## src/sv/owm_pkg.sv

```systemverilog
package owm_pkg;

	// bus sequencer phases
	typedef enum logic [3:0] {
		PH_IDLE,
		PH_RLOW,
		PH_RWAIT,
		PH_RREC,
		PH_WLOW,
		PH_WREL,
		PH_RDLOW,
		PH_RDREL,
		PH_CONV
	} phase_t;

	// operation codes carried by an input item
	localparam logic [1:0] OP_RESET = 2'd0;
	localparam logic [1:0] OP_WRITE = 2'd1;
	localparam logic [1:0] OP_READ  = 2'd2;
	localparam logic [1:0] OP_TEMP  = 2'd3;

	// configuration register indexes
	localparam int unsigned NUM_REGS = 6;
	localparam int unsigned IDX_W = 3;
	localparam logic [IDX_W-1:0] REG_RESET_LOW   = 3'd0;
	localparam logic [IDX_W-1:0] REG_PRES_WAIT   = 3'd1;
	localparam logic [IDX_W-1:0] REG_SLOT        = 3'd2;
	localparam logic [IDX_W-1:0] REG_WR1_LOW     = 3'd3;
	localparam logic [IDX_W-1:0] REG_RD_LOW      = 3'd4;
	localparam logic [IDX_W-1:0] REG_CONV_WAIT   = 3'd5;

	localparam int unsigned TIME_W = 10;

	// register values after reset
	localparam logic [TIME_W-1:0] DEF_RESET_LOW = 10'd480;
	localparam logic [TIME_W-1:0] DEF_PRES_WAIT = 10'd60;
	localparam logic [TIME_W-1:0] DEF_SLOT      = 10'd60;
	localparam logic [TIME_W-1:0] DEF_WR1_LOW   = 10'd1;
	localparam logic [TIME_W-1:0] DEF_RD_LOW    = 10'd2;
	localparam logic [TIME_W-1:0] DEF_CONV_WAIT = 10'd600;

	// sensor commands
	localparam logic [7:0] CMD_SKIP_ROM = 8'hCC;
	localparam logic [7:0] CMD_CONVERT  = 8'h44;
	localparam logic [7:0] CMD_READ_PAD = 8'hBE;

	// steps of the temperature read sequence
	localparam logic [3:0] SEQ_RESET1   = 4'd0;
	localparam logic [3:0] SEQ_SKIP1    = 4'd1;
	localparam logic [3:0] SEQ_CONVERT  = 4'd2;
	localparam logic [3:0] SEQ_WAIT     = 4'd3;
	localparam logic [3:0] SEQ_RESET2   = 4'd4;
	localparam logic [3:0] SEQ_SKIP2    = 4'd5;
	localparam logic [3:0] SEQ_READ_CMD = 4'd6;
	localparam logic [3:0] SEQ_LOW_BYTE = 4'd7;
	localparam logic [3:0] SEQ_HI_BYTE  = 4'd8;

	// timing registers
	typedef struct packed {
		logic [TIME_W-1:0] reset_low_time;
		logic [TIME_W-1:0] presence_wait_time;
		logic [TIME_W-1:0] slot_time;
		logic [TIME_W-1:0] write_one_low_time;
		logic [TIME_W-1:0] read_low_time;
		logic [TIME_W-1:0] convert_wait_time;
	} cfg_t;

	// sequencer state
	typedef struct packed {
		phase_t            phase;
		logic [TIME_W-1:0] micro_cnt;
		logic [2:0]        bit_idx;
		logic [7:0]        shift_byte;
		logic [3:0]        seq_step;
		logic [7:0]        low_byte_hold;
		logic              absent;
		logic [11:0]       temp_hold;
		logic [1:0]        op_kind;
		logic [7:0]        read_hold;
	} state_t;

	// one input item
	typedef struct packed {
		logic       line_level;
		logic [7:0] write_byte;
		logic [1:0] operation;
		logic       start_req;
	} item_t;

	// per-tick bus flags
	typedef struct packed {
		logic pull;
		logic busy;
		logic done;
	} tick_t;

endpackage

```

## src/sv/owm_cfg.sv

```systemverilog
module owm_cfg
	import owm_pkg::*;
(
	input  logic                    clk,
	input  logic                    arst_n,
	input  logic                    we,
	input  logic [IDX_W-1:0]        index,
	input  logic [TIME_W-1:0]       data,
	output cfg_t                    cfg
);

	cfg_t cfg_q;

	// register file, out-of-range indexes dropped
	always_ff @(posedge clk or negedge arst_n) begin
		if (!arst_n) begin
			cfg_q.reset_low_time     <= DEF_RESET_LOW;
			cfg_q.presence_wait_time <= DEF_PRES_WAIT;
			cfg_q.slot_time          <= DEF_SLOT;
			cfg_q.write_one_low_time <= DEF_WR1_LOW;
			cfg_q.read_low_time      <= DEF_RD_LOW;
			cfg_q.convert_wait_time  <= DEF_CONV_WAIT;
		end else if (we) begin
			case (index)
				REG_RESET_LOW: cfg_q.reset_low_time     <= data;
				REG_PRES_WAIT: cfg_q.presence_wait_time <= data;
				REG_SLOT:      cfg_q.slot_time          <= data;
				REG_WR1_LOW:   cfg_q.write_one_low_time <= data;
				REG_RD_LOW:    cfg_q.read_low_time      <= data;
				REG_CONV_WAIT: cfg_q.convert_wait_time  <= data;
				default: ;
			endcase
		end
	end

	assign cfg = cfg_q;

endmodule

```

## src/sv/owm_step.sv

```systemverilog
module owm_step
	import owm_pkg::*;
(
	input  cfg_t   cfg,
	input  state_t cur,
	input  item_t  item,
	output state_t nxt,
	output tick_t  tick
);

	// next piece of the temperature sequence after one piece ends
	function automatic state_t end_piece(input state_t s);
		state_t r;
		r = s;
		if (s.op_kind == OP_TEMP) begin
			case (s.seq_step)
				SEQ_RESET1: begin
					if (s.absent) begin
						r.temp_hold = '0;
					end else begin
						r.seq_step = SEQ_SKIP1;
						r.shift_byte = CMD_SKIP_ROM;
						r.bit_idx = '0;
						r.micro_cnt = '0;
						r.phase = PH_WLOW;
					end
				end
				SEQ_SKIP1: begin
					r.seq_step = SEQ_CONVERT;
					r.shift_byte = CMD_CONVERT;
					r.bit_idx = '0;
					r.micro_cnt = '0;
					r.phase = PH_WLOW;
				end
				SEQ_CONVERT: begin
					r.seq_step = SEQ_WAIT;
					r.micro_cnt = '0;
					r.phase = PH_CONV;
				end
				SEQ_WAIT: begin
					r.seq_step = SEQ_RESET2;
					r.micro_cnt = '0;
					r.phase = PH_RLOW;
				end
				SEQ_RESET2: begin
					r.seq_step = SEQ_SKIP2;
					r.shift_byte = CMD_SKIP_ROM;
					r.bit_idx = '0;
					r.micro_cnt = '0;
					r.phase = PH_WLOW;
				end
				SEQ_SKIP2: begin
					r.seq_step = SEQ_READ_CMD;
					r.shift_byte = CMD_READ_PAD;
					r.bit_idx = '0;
					r.micro_cnt = '0;
					r.phase = PH_WLOW;
				end
				SEQ_READ_CMD: begin
					r.seq_step = SEQ_LOW_BYTE;
					r.shift_byte = '0;
					r.bit_idx = '0;
					r.micro_cnt = '0;
					r.phase = PH_RDLOW;
				end
				SEQ_LOW_BYTE: begin
					r.low_byte_hold = s.shift_byte;
					r.seq_step = SEQ_HI_BYTE;
					r.shift_byte = '0;
					r.bit_idx = '0;
					r.micro_cnt = '0;
					r.phase = PH_RDLOW;
				end
				default: begin
					// 16-bit word shifted right by four
					r.temp_hold = {s.shift_byte, s.low_byte_hold[7:4]};
				end
			endcase
		end
		return r;
	endfunction

	// whole operation ends with this piece
	function automatic logic op_ends(input state_t s);
		return (s.op_kind != OP_TEMP) || (s.seq_step >= SEQ_HI_BYTE) ||
			((s.seq_step == SEQ_RESET1) && s.absent);
	endfunction

	state_t            s;
	logic [TIME_W-1:0] dur;
	logic [TIME_W:0]   cnt_inc;
	logic              bitv;
	logic              fin;

	always_comb begin
		s = cur;
		tick = '0;
		dur = 10'd1;
		fin = 1'b0;
		bitv = 1'b0;
		cnt_inc = '0;

		// start is only seen while idle
		if (s.phase == PH_IDLE && item.start_req) begin
			s.op_kind = item.operation;
			s.seq_step = SEQ_RESET1;
			s.micro_cnt = '0;
			s.bit_idx = '0;
			case (item.operation)
				OP_WRITE: begin
					s.shift_byte = item.write_byte;
					s.phase = PH_WLOW;
				end
				OP_READ: begin
					s.shift_byte = '0;
					s.phase = PH_RDLOW;
				end
				default: s.phase = PH_RLOW;
			endcase
		end

		if (s.phase != PH_IDLE) begin
			tick.busy = 1'b1;
			bitv = s.shift_byte[s.bit_idx];

			// drive level, duration and samples of the current phase
			case (s.phase)
				PH_RLOW: begin
					tick.pull = 1'b1;
					dur = cfg.reset_low_time;
				end
				PH_RWAIT: dur = cfg.presence_wait_time;
				PH_RREC: begin
					if (s.micro_cnt == '0) s.absent = item.line_level;
					dur = cfg.reset_low_time;
				end
				PH_WLOW: begin
					tick.pull = 1'b1;
					dur = bitv ? cfg.write_one_low_time : cfg.slot_time;
				end
				PH_WREL: dur = cfg.slot_time;
				PH_RDLOW: begin
					tick.pull = 1'b1;
					dur = cfg.read_low_time;
				end
				PH_RDREL: begin
					if (s.micro_cnt == '0 && item.line_level) s.shift_byte[s.bit_idx] = 1'b1;
					dur = cfg.slot_time;
				end
				default: dur = cfg.convert_wait_time;
			endcase
			if (dur == '0) dur = 10'd1;

			// phase timer and transitions
			cnt_inc = {1'b0, s.micro_cnt} + 11'd1;
			if (cnt_inc >= {1'b0, dur}) begin
				s.micro_cnt = '0;
				case (s.phase)
					PH_RLOW:  s.phase = PH_RWAIT;
					PH_RWAIT: s.phase = PH_RREC;
					PH_WLOW, PH_WREL: begin
						if (s.phase == PH_WLOW && bitv) begin
							s.phase = PH_WREL;
						end else if (s.bit_idx == 3'd7) begin
							fin = op_ends(s);
							s = end_piece(s);
						end else begin
							s.bit_idx = s.bit_idx + 3'd1;
							s.phase = PH_WLOW;
						end
					end
					PH_RDLOW: s.phase = PH_RDREL;
					PH_RDREL: begin
						if (s.bit_idx == 3'd7) begin
							s.read_hold = s.shift_byte;
							fin = op_ends(s);
							s = end_piece(s);
						end else begin
							s.bit_idx = s.bit_idx + 3'd1;
							s.phase = PH_RDLOW;
						end
					end
					default: begin
						fin = op_ends(s);
						s = end_piece(s);
					end
				endcase
				if (fin) begin
					s.phase = PH_IDLE;
					tick.done = 1'b1;
				end
			end else begin
				s.micro_cnt = cnt_inc[TIME_W-1:0];
			end
		end
		nxt = s;
	end

endmodule

```

## src/sv/one_wire_master_temperature_read.sv

```systemverilog
// One-wire bus master with a built-in temperature read sequence.
// Every input transfer on s_* is one microsecond tick of the bus: it carries
// the sampled line level and, while the master is idle, an optional start
// with an operation code (reset, write byte, read byte, temperature read).
// Every input transfer yields exactly one output transfer on m_* holding the
// bus drive for that tick, busy/done flags, the presence result, the last
// byte read and the last temperature word.
// Timing registers are written through cfg_we/cfg_index/cfg_data while no
// tick is in flight; this binds the user, as the block does not enforce it.
// Indexes past the last register are ignored. An accepted tick goes from the
// input register to the result register once free, then shows on m_tdata.
// One tick per cycle while m_tready is high; the sequencer state is updated
// once per tick by a single combinational step between the input and result
// register. When m_tready is low the result register holds, the input
// register keeps one further tick and s_tready drops until the result is
// taken. Reset clears the sequencer to idle, all held results to zero and
// the timing registers to their defaults (480, 60, 60, 1, 2, 600 us).
module one_wire_master_temperature_read
	import owm_pkg::*;
(
	input  logic              clk,
	input  logic              arst_n,
	input  logic              s_tvalid,
	output logic              s_tready,
	// start_req[0], operation[2:1], write_byte[10:3], line_level[11], zero[15:12]
	input  logic [15:0]       s_tdata,
	output logic              m_tvalid,
	input  logic              m_tready,
	// bus_pull_low[0], busy_res[1], done_res[2], no_device[3], read_byte[11:4],
	// temperature[23:12]
	output logic [23:0]       m_tdata,
	input  logic              cfg_we,
	input  logic [IDX_W-1:0]  cfg_index,
	input  logic [TIME_W-1:0] cfg_data
);

	cfg_t   cfg;
	state_t state_q;
	state_t state_nxt;
	tick_t  tick;
	item_t  item_s1;
	logic   valid_s1;
	logic   out_valid_q;
	logic [23:0] out_data_q;
	logic   advance;

	owm_cfg u_cfg (
		.clk   (clk),
		.arst_n(arst_n),
		.we    (cfg_we),
		.index (cfg_index),
		.data  (cfg_data),
		.cfg   (cfg)
	);

	owm_step u_step (
		.cfg (cfg),
		.cur (state_q),
		.item(item_s1),
		.nxt (state_nxt),
		.tick(tick)
	);

	// handshake between input register and result register
	assign advance  = valid_s1 && (!out_valid_q || m_tready);
	assign s_tready = !valid_s1 || advance;
	assign m_tvalid = out_valid_q;
	assign m_tdata  = out_data_q;

	// control and sequencer state
	always_ff @(posedge clk or negedge arst_n) begin
		if (!arst_n) begin
			valid_s1    <= 1'b0;
			out_valid_q <= 1'b0;
			state_q     <= '{phase: PH_IDLE, default: '0};
		end else begin
			if (s_tready) valid_s1 <= s_tvalid;
			if (advance) begin
				out_valid_q <= 1'b1;
				state_q     <= state_nxt;
			end else if (m_tready) begin
				out_valid_q <= 1'b0;
			end
		end
	end

	// payload registers
	always_ff @(posedge clk) begin
		if (s_tready && s_tvalid) item_s1 <= s_tdata[11:0];
		if (advance) begin
			out_data_q <= {state_nxt.temp_hold, state_nxt.read_hold, state_nxt.absent,
				tick.done, tick.busy, tick.pull};
		end
	end

	// a finishing tick is always a busy tick
	a_done_busy: assert property (@(posedge clk) disable iff (!arst_n)
		advance && tick.done |-> tick.busy)
		else $error("done without busy");

	// a finishing tick leaves the sequencer idle
	a_done_idle: assert property (@(posedge clk) disable iff (!arst_n)
		advance && tick.done |=> state_q.phase == PH_IDLE)
		else $error("sequencer not idle after done");

	// idle sequencer has its timer cleared
	a_idle_cnt: assert property (@(posedge clk) disable iff (!arst_n)
		state_q.phase == PH_IDLE |-> state_q.micro_cnt == '0)
		else $error("timer running while idle");

	// a held tick is not lost
	a_hold_s1: assert property (@(posedge clk) disable iff (!arst_n)
		valid_s1 && !advance |=> valid_s1)
		else $error("pending tick dropped");

	// the bus is only driven during an operation
	a_pull_busy: assert property (@(posedge clk) disable iff (!arst_n)
		advance && tick.pull |-> state_nxt.phase != PH_IDLE || tick.done)
		else $error("bus driven while idle");

endmodule

```

## config.mk

```make
export PLATFORM = sky130hd
export DESIGN_NAME = one_wire_master_temperature_read
export DESIGN_NICKNAME = d
export VERILOG_FILES = /design/src/sv/owm_pkg.sv /design/src/sv/owm_cfg.sv /design/src/sv/owm_step.sv /design/src/sv/one_wire_master_temperature_read.sv
export SDC_FILE = /design/constraint.sdc
export NUM_CORES = 1
export LEC_CHECK = 0
export BUFFER_PORTS_ARGS = -buffer_cell sky130_fd_sc_hd__buf_2
export CAP_MARGIN = 10
export CORE_AREA = 4 4 172 174
export CTS_CLUSTER_DIAMETER = 120
export CTS_CLUSTER_SIZE = 25
export DETAILED_ROUTE_END_ITERATION = 7
export DIE_AREA = 0 0 176 178
export GPL_ROUTABILITY_DRIVEN = 0
export MAX_ROUTING_LAYER = met4
export PLACE_DENSITY = 0.57
export SYNTH_ARGS = -nofsm -noshare
export SYNTH_HDL_FRONTEND = slang
export SYNTH_SLANG_ARGS = --single-unit
```

## constraint.sdc

```tcl
create_clock -name clk -period 5.6 [get_ports clk]
set_input_delay 0.28 -clock clk [delete_from_list [all_inputs] [get_ports clk]]
set_output_delay 0.28 -clock clk [all_outputs]
set_load 0.01 [all_outputs]
```

**After elaboration in Yosys (flattened, before gate mapping)**

Index checks and enable logic that the tools add are counted.

- Bitwise operators: 2
- $lt $le $gt $ge: 4
- Equal/unequal tests: 27
- Reduce and logical (&&, ||, !) cells: 37
- Add/sub/neg operators: 2
- Multiplexer cells: 65

Operator list:

| operator | count |
|---|---|
| $mux W29 | 9 |
| $pmux W56 S3 | 1 |
| $pmux W14 S5 | 2 |
| $pmux W11 S5 | 2 |
| $mux W43 | 2 |
| $mux W37 | 2 |
| $pmux W4 S8 | 2 |
| $mux W10 | 6 |
| $mux W60 | 1 |
| $mux W56 | 1 |
| $pmux W10 S5 | 1 |
| $mux W46 | 1 |
| $eq A4 B3 Y1 const B | 8 |
| $mux W8 | 4 |
| $mux W12 | 2 |
| $pmux W12 S2 | 1 |
| $logic_not A10 Y1 | 2 |
| $mux W4 | 5 |
| $pmux W4 S5 | 1 |
| $eq A4 B2 Y1 const B | 4 |
| $pmux W8 S2 | 1 |
| $mux W1 | 14 |
| $reduce_and A2 Y1 | 7 |
| $add A10 B1 Y11 const B | 1 |
| 33 further kinds | 57 |

- Logic and storage cells: 162
- Output and inout bits: 26
- Flip-flop bits (word level): 158

**Longest topological paths before layout**

- Depth after elaboration: 24
- Depth in mapped cells: 24
- Gate-level depth less buffers: 21

**Modules after synthesis**

A second synthesis with hierarchy kept.

- Cells, all modules: 747
- Area, all modules: 8749.6 um2

Modules (own cells, without submodules):

| module | area an instance (um2) | times used | cells an instance |
|---|---|---|---|
| one_wire_master_temperature_read | 3652.3 | 1 | 171 |
| owm_step | 2790.2 | 1 | 444 |
| owm_cfg | 2307.2 | 1 | 132 |

**Least setup slack after synthesis**

OpenSTA, ideal clock, no wires.

- Path type: flip-flop to flip-flop
- Start: reg item_s1[1] (netlist name)
- End: reg out_data_q[11] (netlist: m_tdata[11]), data pin
- Data arrival time: 5.400 ns
- Path buffers: 3
- Slack: -0.064 ns
- Cell stages (with the launch flop): 23
- Setup time: 0.263 ns
- Required time: 5.337 ns
- Cell sequence: edfxtp_1 inv_1 ha_1 or4b_4 nor2_2 mux4_2 o22a_1 buf_4 mux2_2 a221oi_2 o2111a_1 and4_1 a41o_1 ha_1 nand2b_1 a21o_1 a21oi_1 o211a_1 o221ai_1 clkbuf_1 nand4_1 clkbuf_1 mux2_2

RTL lines:

| item | RTL line | RTL |
|---|---|---|
| from (decl) | one_wire_master_temperature_read.sv:41 | `item_t item_s1;` |
| from (signal assigned) | one_wire_master_temperature_read.sv:89 | `if (s_tready && s_tvalid) item_s1 <= s_tdata[11:0];` |
| to (signal assigned) | one_wire_master_temperature_read.sv:91 | `out_data_q <= {state_nxt.temp_hold, state_nxt.read_hold, state_nxt.absent,` |
| to (decl) | one_wire_master_temperature_read.sv:44 | `logic [23:0] out_data_q;` |

==> impl_metrics.sql <==
INSERT INTO impl_metrics (metric_group, metric, value, unit) VALUES
('clock_tree', 'htree_num_levels', '4', ''),
('min_path', 'timing.hold.worst_endpoint', 'item_s1[9]', ''),
('pwr', 'cellLeakagePower', '0.00432', 'uW'),
('placement', 'portBuffers', '55', ''),
('logic_synthesis', 'synth_ff_type', 'sky130_fd_sc_hd__dfrtp_1', ''),
('clock_tree', 'clk_buf_depth', '2', ''),
('logic_synthesis', 'most_instantiated_library_cell_after_synthesis', 'sky130_fd_sc_hd__nand2_1', ''),
('logic_synthesis', 'syn-instance-count', '794', ''),
('pwr', 'switching_part_of_the_total', '0.376', ''),
('flow_run', 'drv_cap', '0', ''),
('worst_setup_path', 'r2r.worst_path.cells', '22', ''),
('timing', 'rsz0062_at_grt', 'true', ''),
('cells_and_area', 'drive_gt1_frac', '0.311', ''),
('timing', 'post-route-period-util', '0.971', ''),
('clock_tree', 'numCtsBuffers', '17', ''),
('grt', 'grt_first_pass_wirelength', '36.5', 'mm'),
('timing', 'final_hold_fails', '0', ''),
('timing', 'worst_slew_margin_rel', '0.168', ''),
('route', 'dr.pass1.iters', '5', ''),
('route', 'totalWireLength', '22.9', 'mm'),
('floorplan', 'num_rows', '61', ''),
('worst_setup_path', 'timing.reg2reg.setup_slack', '160', 'ps'),
('worst_setup_path', 'worst_r2r_startpoint', 'item_s1[1]', ''),
('pwr', 'internal_power', '2830', 'uW'),
('logic_synthesis', 'seq_area_frac_synth', '0.486', ''),
('cells_and_area', 'layout_filler_cell_count', '2806', ''),
('pwr', 'power.share.clock', '0.257', ''),
('min_path', 'hold_depth', '1', ''),
('worst_setup_path', 'criticalPathCategory', 'reg -> reg', ''),
('floorplan', 'die_x', '176', 'um'),
('grt', 'grt_start_max_net_pins', '68', ''),
('floorplan', 'floorplan.initialDensity', '0.301', ''),
('logic_synthesis', 'synth.top_cells.by_area', 'sky130_fd_sc_hd__dfrtp_1 (30%), sky130_fd_sc_hd__edfxtp_1 (13%), sky130_fd_sc_hd__mux2_2 (10%)', ''),
('worst_setup_path', 'arr_time_crit_path', '5610', 'ps'),
('floorplan', 'die_area', '31300', 'um2'),
('grt', 'grt-ovfl-total', '0', ''),
('logic_synthesis', 'fraction_of_registers_with_async_set_reset', '0.766', ''),
('pwr', 'netSwitchingPower', '1710', 'uW'),
('cells_and_area', 'diodes', '0', ''),
('logic_synthesis', 'ys_warn_count', '0', ''),
('timing', 'setup_viol', '0', ''),
('floorplan', 'core_region_area', '27800', 'um2'),
('floorplan', 'die_y', '178', 'um'),
('worst_setup_path', 'start_kind', 'flop', ''),
('route', 'vias', '6726', ''),
('cells_and_area', 'postLayoutCoreUtil', '0.365', ''),
('grt', 'antenna_found_initial', '0', ''),
('clock_tree', 'clock_root_cell', 'sky130_fd_sc_hd__clkbuf_16', ''),
('logic_synthesis', 'synth-seq-cells', '154', ''),
('route', 'drtIter0Drc', '651', ''),
('worst_setup_path', 'critical_path.max_fanout', '11', ''),
('pwr', 'comb_power_share', '0.412', ''),
('route', 'antenna_violating_nets_post_route', '0', ''),
('min_path', 'source_of_the_worst_hold_timing_path', 's_tdata[9]', ''),
('run_status', 'result_of_the_run', 'finished clean', ''),
('timing', 'finalCriticalPeriod', '5440', 'ps'),
('pwr', 'max_vdd_drop', '192', 'uV'),
('logic_synthesis', 'synthDistinctLibCells', '80', ''),
('min_path', 'worstHoldPathType', 'in -> reg', ''),
('worst_setup_path', 'worstSetupEndpointType', 'flop', ''),
('logic_synthesis', 'synthDominantAreaCellType', 'sky130_fd_sc_hd__dfrtp_1', ''),
('timing', 'fmax', '0.184', 'GHz'),
('clock_tree', 'clock_latency', '420', 'ps'),
('logic_synthesis', 'post_synth.cell_area_avg', '10.5', 'um2'),
('placement', 'dp.final_hpwl', '16.3', 'mm'),
('worst_setup_path', 'critPathRequiredTime', '5780', 'ps'),
('cells_and_area', 'area_grow_syn2layout', '21.6', '%'),
('route', 'wire_per_inst', '17.7', 'um'),
('floorplan', 'design.portCount', '60', ''),
('logic_synthesis', 'mappedNetlistNets', '844', ''),
('timing', 'timing.final.max_slew_violations', '0', '');
critical path, stage by stage, from the launching register on:
cell	delay (ps)
sky130_fd_sc_hd__edfxtp_1	400
sky130_fd_sc_hd__inv_2	70
sky130_fd_sc_hd__ha_1	240
sky130_fd_sc_hd__or4b_4	550
sky130_fd_sc_hd__nor2_4	110
sky130_fd_sc_hd__mux4_2	320
sky130_fd_sc_hd__o22a_4	280
sky130_fd_sc_hd__mux2_4	320
sky130_fd_sc_hd__a221oi_4	290
sky130_fd_sc_hd__o2111a_1	230
sky130_fd_sc_hd__and4_1	190
sky130_fd_sc_hd__a41o_1	180
sky130_fd_sc_hd__ha_1	220
sky130_fd_sc_hd__nand2b_1	140
sky130_fd_sc_hd__a21o_1	180
sky130_fd_sc_hd__a21oi_2	120
sky130_fd_sc_hd__o211a_1	170
sky130_fd_sc_hd__o221ai_2	100
sky130_fd_sc_hd__buf_4	150
sky130_fd_sc_hd__buf_6	140
sky130_fd_sc_hd__nand4_1	260
sky130_fd_sc_hd__buf_12	170
sky130_fd_sc_hd__mux2_2	340
registers in the layout, summed over array words and instances, names as in the netlist:
name       count
item_s1       12
m_tdata       24
m_tvalid       1
state_q       56
u_cfg.cfg     60
valid_s1       1
per-stage QoR:
step,setup WS (ps),std cells,total power (uW),TNS [ps],area [um2]
CTS,7.79,1283,4480,0,10000
finish,165,1288,4540,0,10200
floorplan,17.3,794,2660,0,8360
global placement,3.16,1250,3270,0,9410
global route,-18.8,1288,4830,-112,10200
detailed placement,-61.3,1250,3300,-447,9410
cell families (layout without fill, tap and decap cells):
logic type / count (synthesis) / count (layout) / share of synthesized area
xor gates and xnor gates: 8 / 8 / 0.00839
AOI/OAI and AO/OA: 209 / 209 / 0.180
adders and majority gates: 16 / 16 / 0.0240
buffers and inverters: 54 / 170 / 0.0273
muxes: 93 / 93 / 0.124
and+or+nand+nor: 260 / 260 / 0.151
DFF: 154 / 154 / 0.486
how the worst max path moves through the flow:
| stage | slack (ps) | cells after the start | end | start |
|---|---|---|---|---|
| floorplan | 20 | 22 | m_tdata[11] | item_s1[1] |
| global placement | 3 | 23 | m_tdata[12] | item_s1[1] |
| detailed placement | -60 | 23 | m_tdata[12] | item_s1[1] |
| CTS | 8 | 22 | m_tdata[11] | item_s1[1] |
| global route | -20 | 24 | m_tdata[11] | item_s1[1] |
| finish | 160 | 22 | m_tdata[10] | item_s1[1] |
power by group through the flow:
stage | clock (uW) | combinational [uW] | sequential [uW]
detailed placement | 0 | 1770 | 1520
floorplan | 0 | 1170 | 1480
global placement | 0 | 1760 | 1520
global route | 1240 | 2060 | 1530
CTS | 1190 | 1790 | 1500
finish | 1170 | 1870 | 1500
final cells by class:
type | instances | area (um2) | area share
Sequential cell | 154 | 4060 | 0.400
Clock buffer | 19 | 464 | 0.0457
Multi-Input combinational cell | 586 | 4150 | 0.408
Tap cell | 378 | 473 | 0.0466
Clock inverter | 13 | 131 | 0.0129
Timing Repair Buffer | 121 | 813 | 0.0801
Inverter | 17 | 66.3 | 0.00653
metal layers:
| layer | track usage | vias up | share of wire |
|---|---|---|---|
| li1 | - | 3178 | - |
| met2 | 0.232 | 192 | 0.47 |
| met5 | - | - | 0 |
| met1 | 0.205 | 3336 | 0.47 |
| met3 | 0.0288 | 20 | 0.046 |
| met4 | 0.0422 | 0 | 0.012 |
layout by cell type, fill, tap and decap left out, types with 12 or more instances in the layout:
cell,instances
sky130_fd_sc_hd__nor3_1,12
sky130_fd_sc_hd__clkbuf_16,19
sky130_fd_sc_hd__o21ai_0,50
sky130_fd_sc_hd__nand3_1,22
sky130_fd_sc_hd__ha_1,16
sky130_fd_sc_hd__edfxtp_1,36
sky130_fd_sc_hd__buf_2,54
sky130_fd_sc_hd__nor2_1,53
sky130_fd_sc_hd__a21o_1,14
sky130_fd_sc_hd__nand2_1,106
sky130_fd_sc_hd__dfstp_2,18
sky130_fd_sc_hd__inv_1,13
sky130_fd_sc_hd__buf_4,62
sky130_fd_sc_hd__a21oi_1,38
sky130_fd_sc_hd__mux2_2,74
sky130_fd_sc_hd__dfrtp_1,100
sky130_fd_sc_hd__mux2i_1,16
timing repair:
action,in CTS,in global routing
setup endpoints to repair,19,48
buffers inserted,0,4
hold buffers,1,0
cloned,0,1
endpoints found under the hold margin,40,0
resized for setup,2,15
pin swaps,0,10
Power figures use the tool's default switching activity.
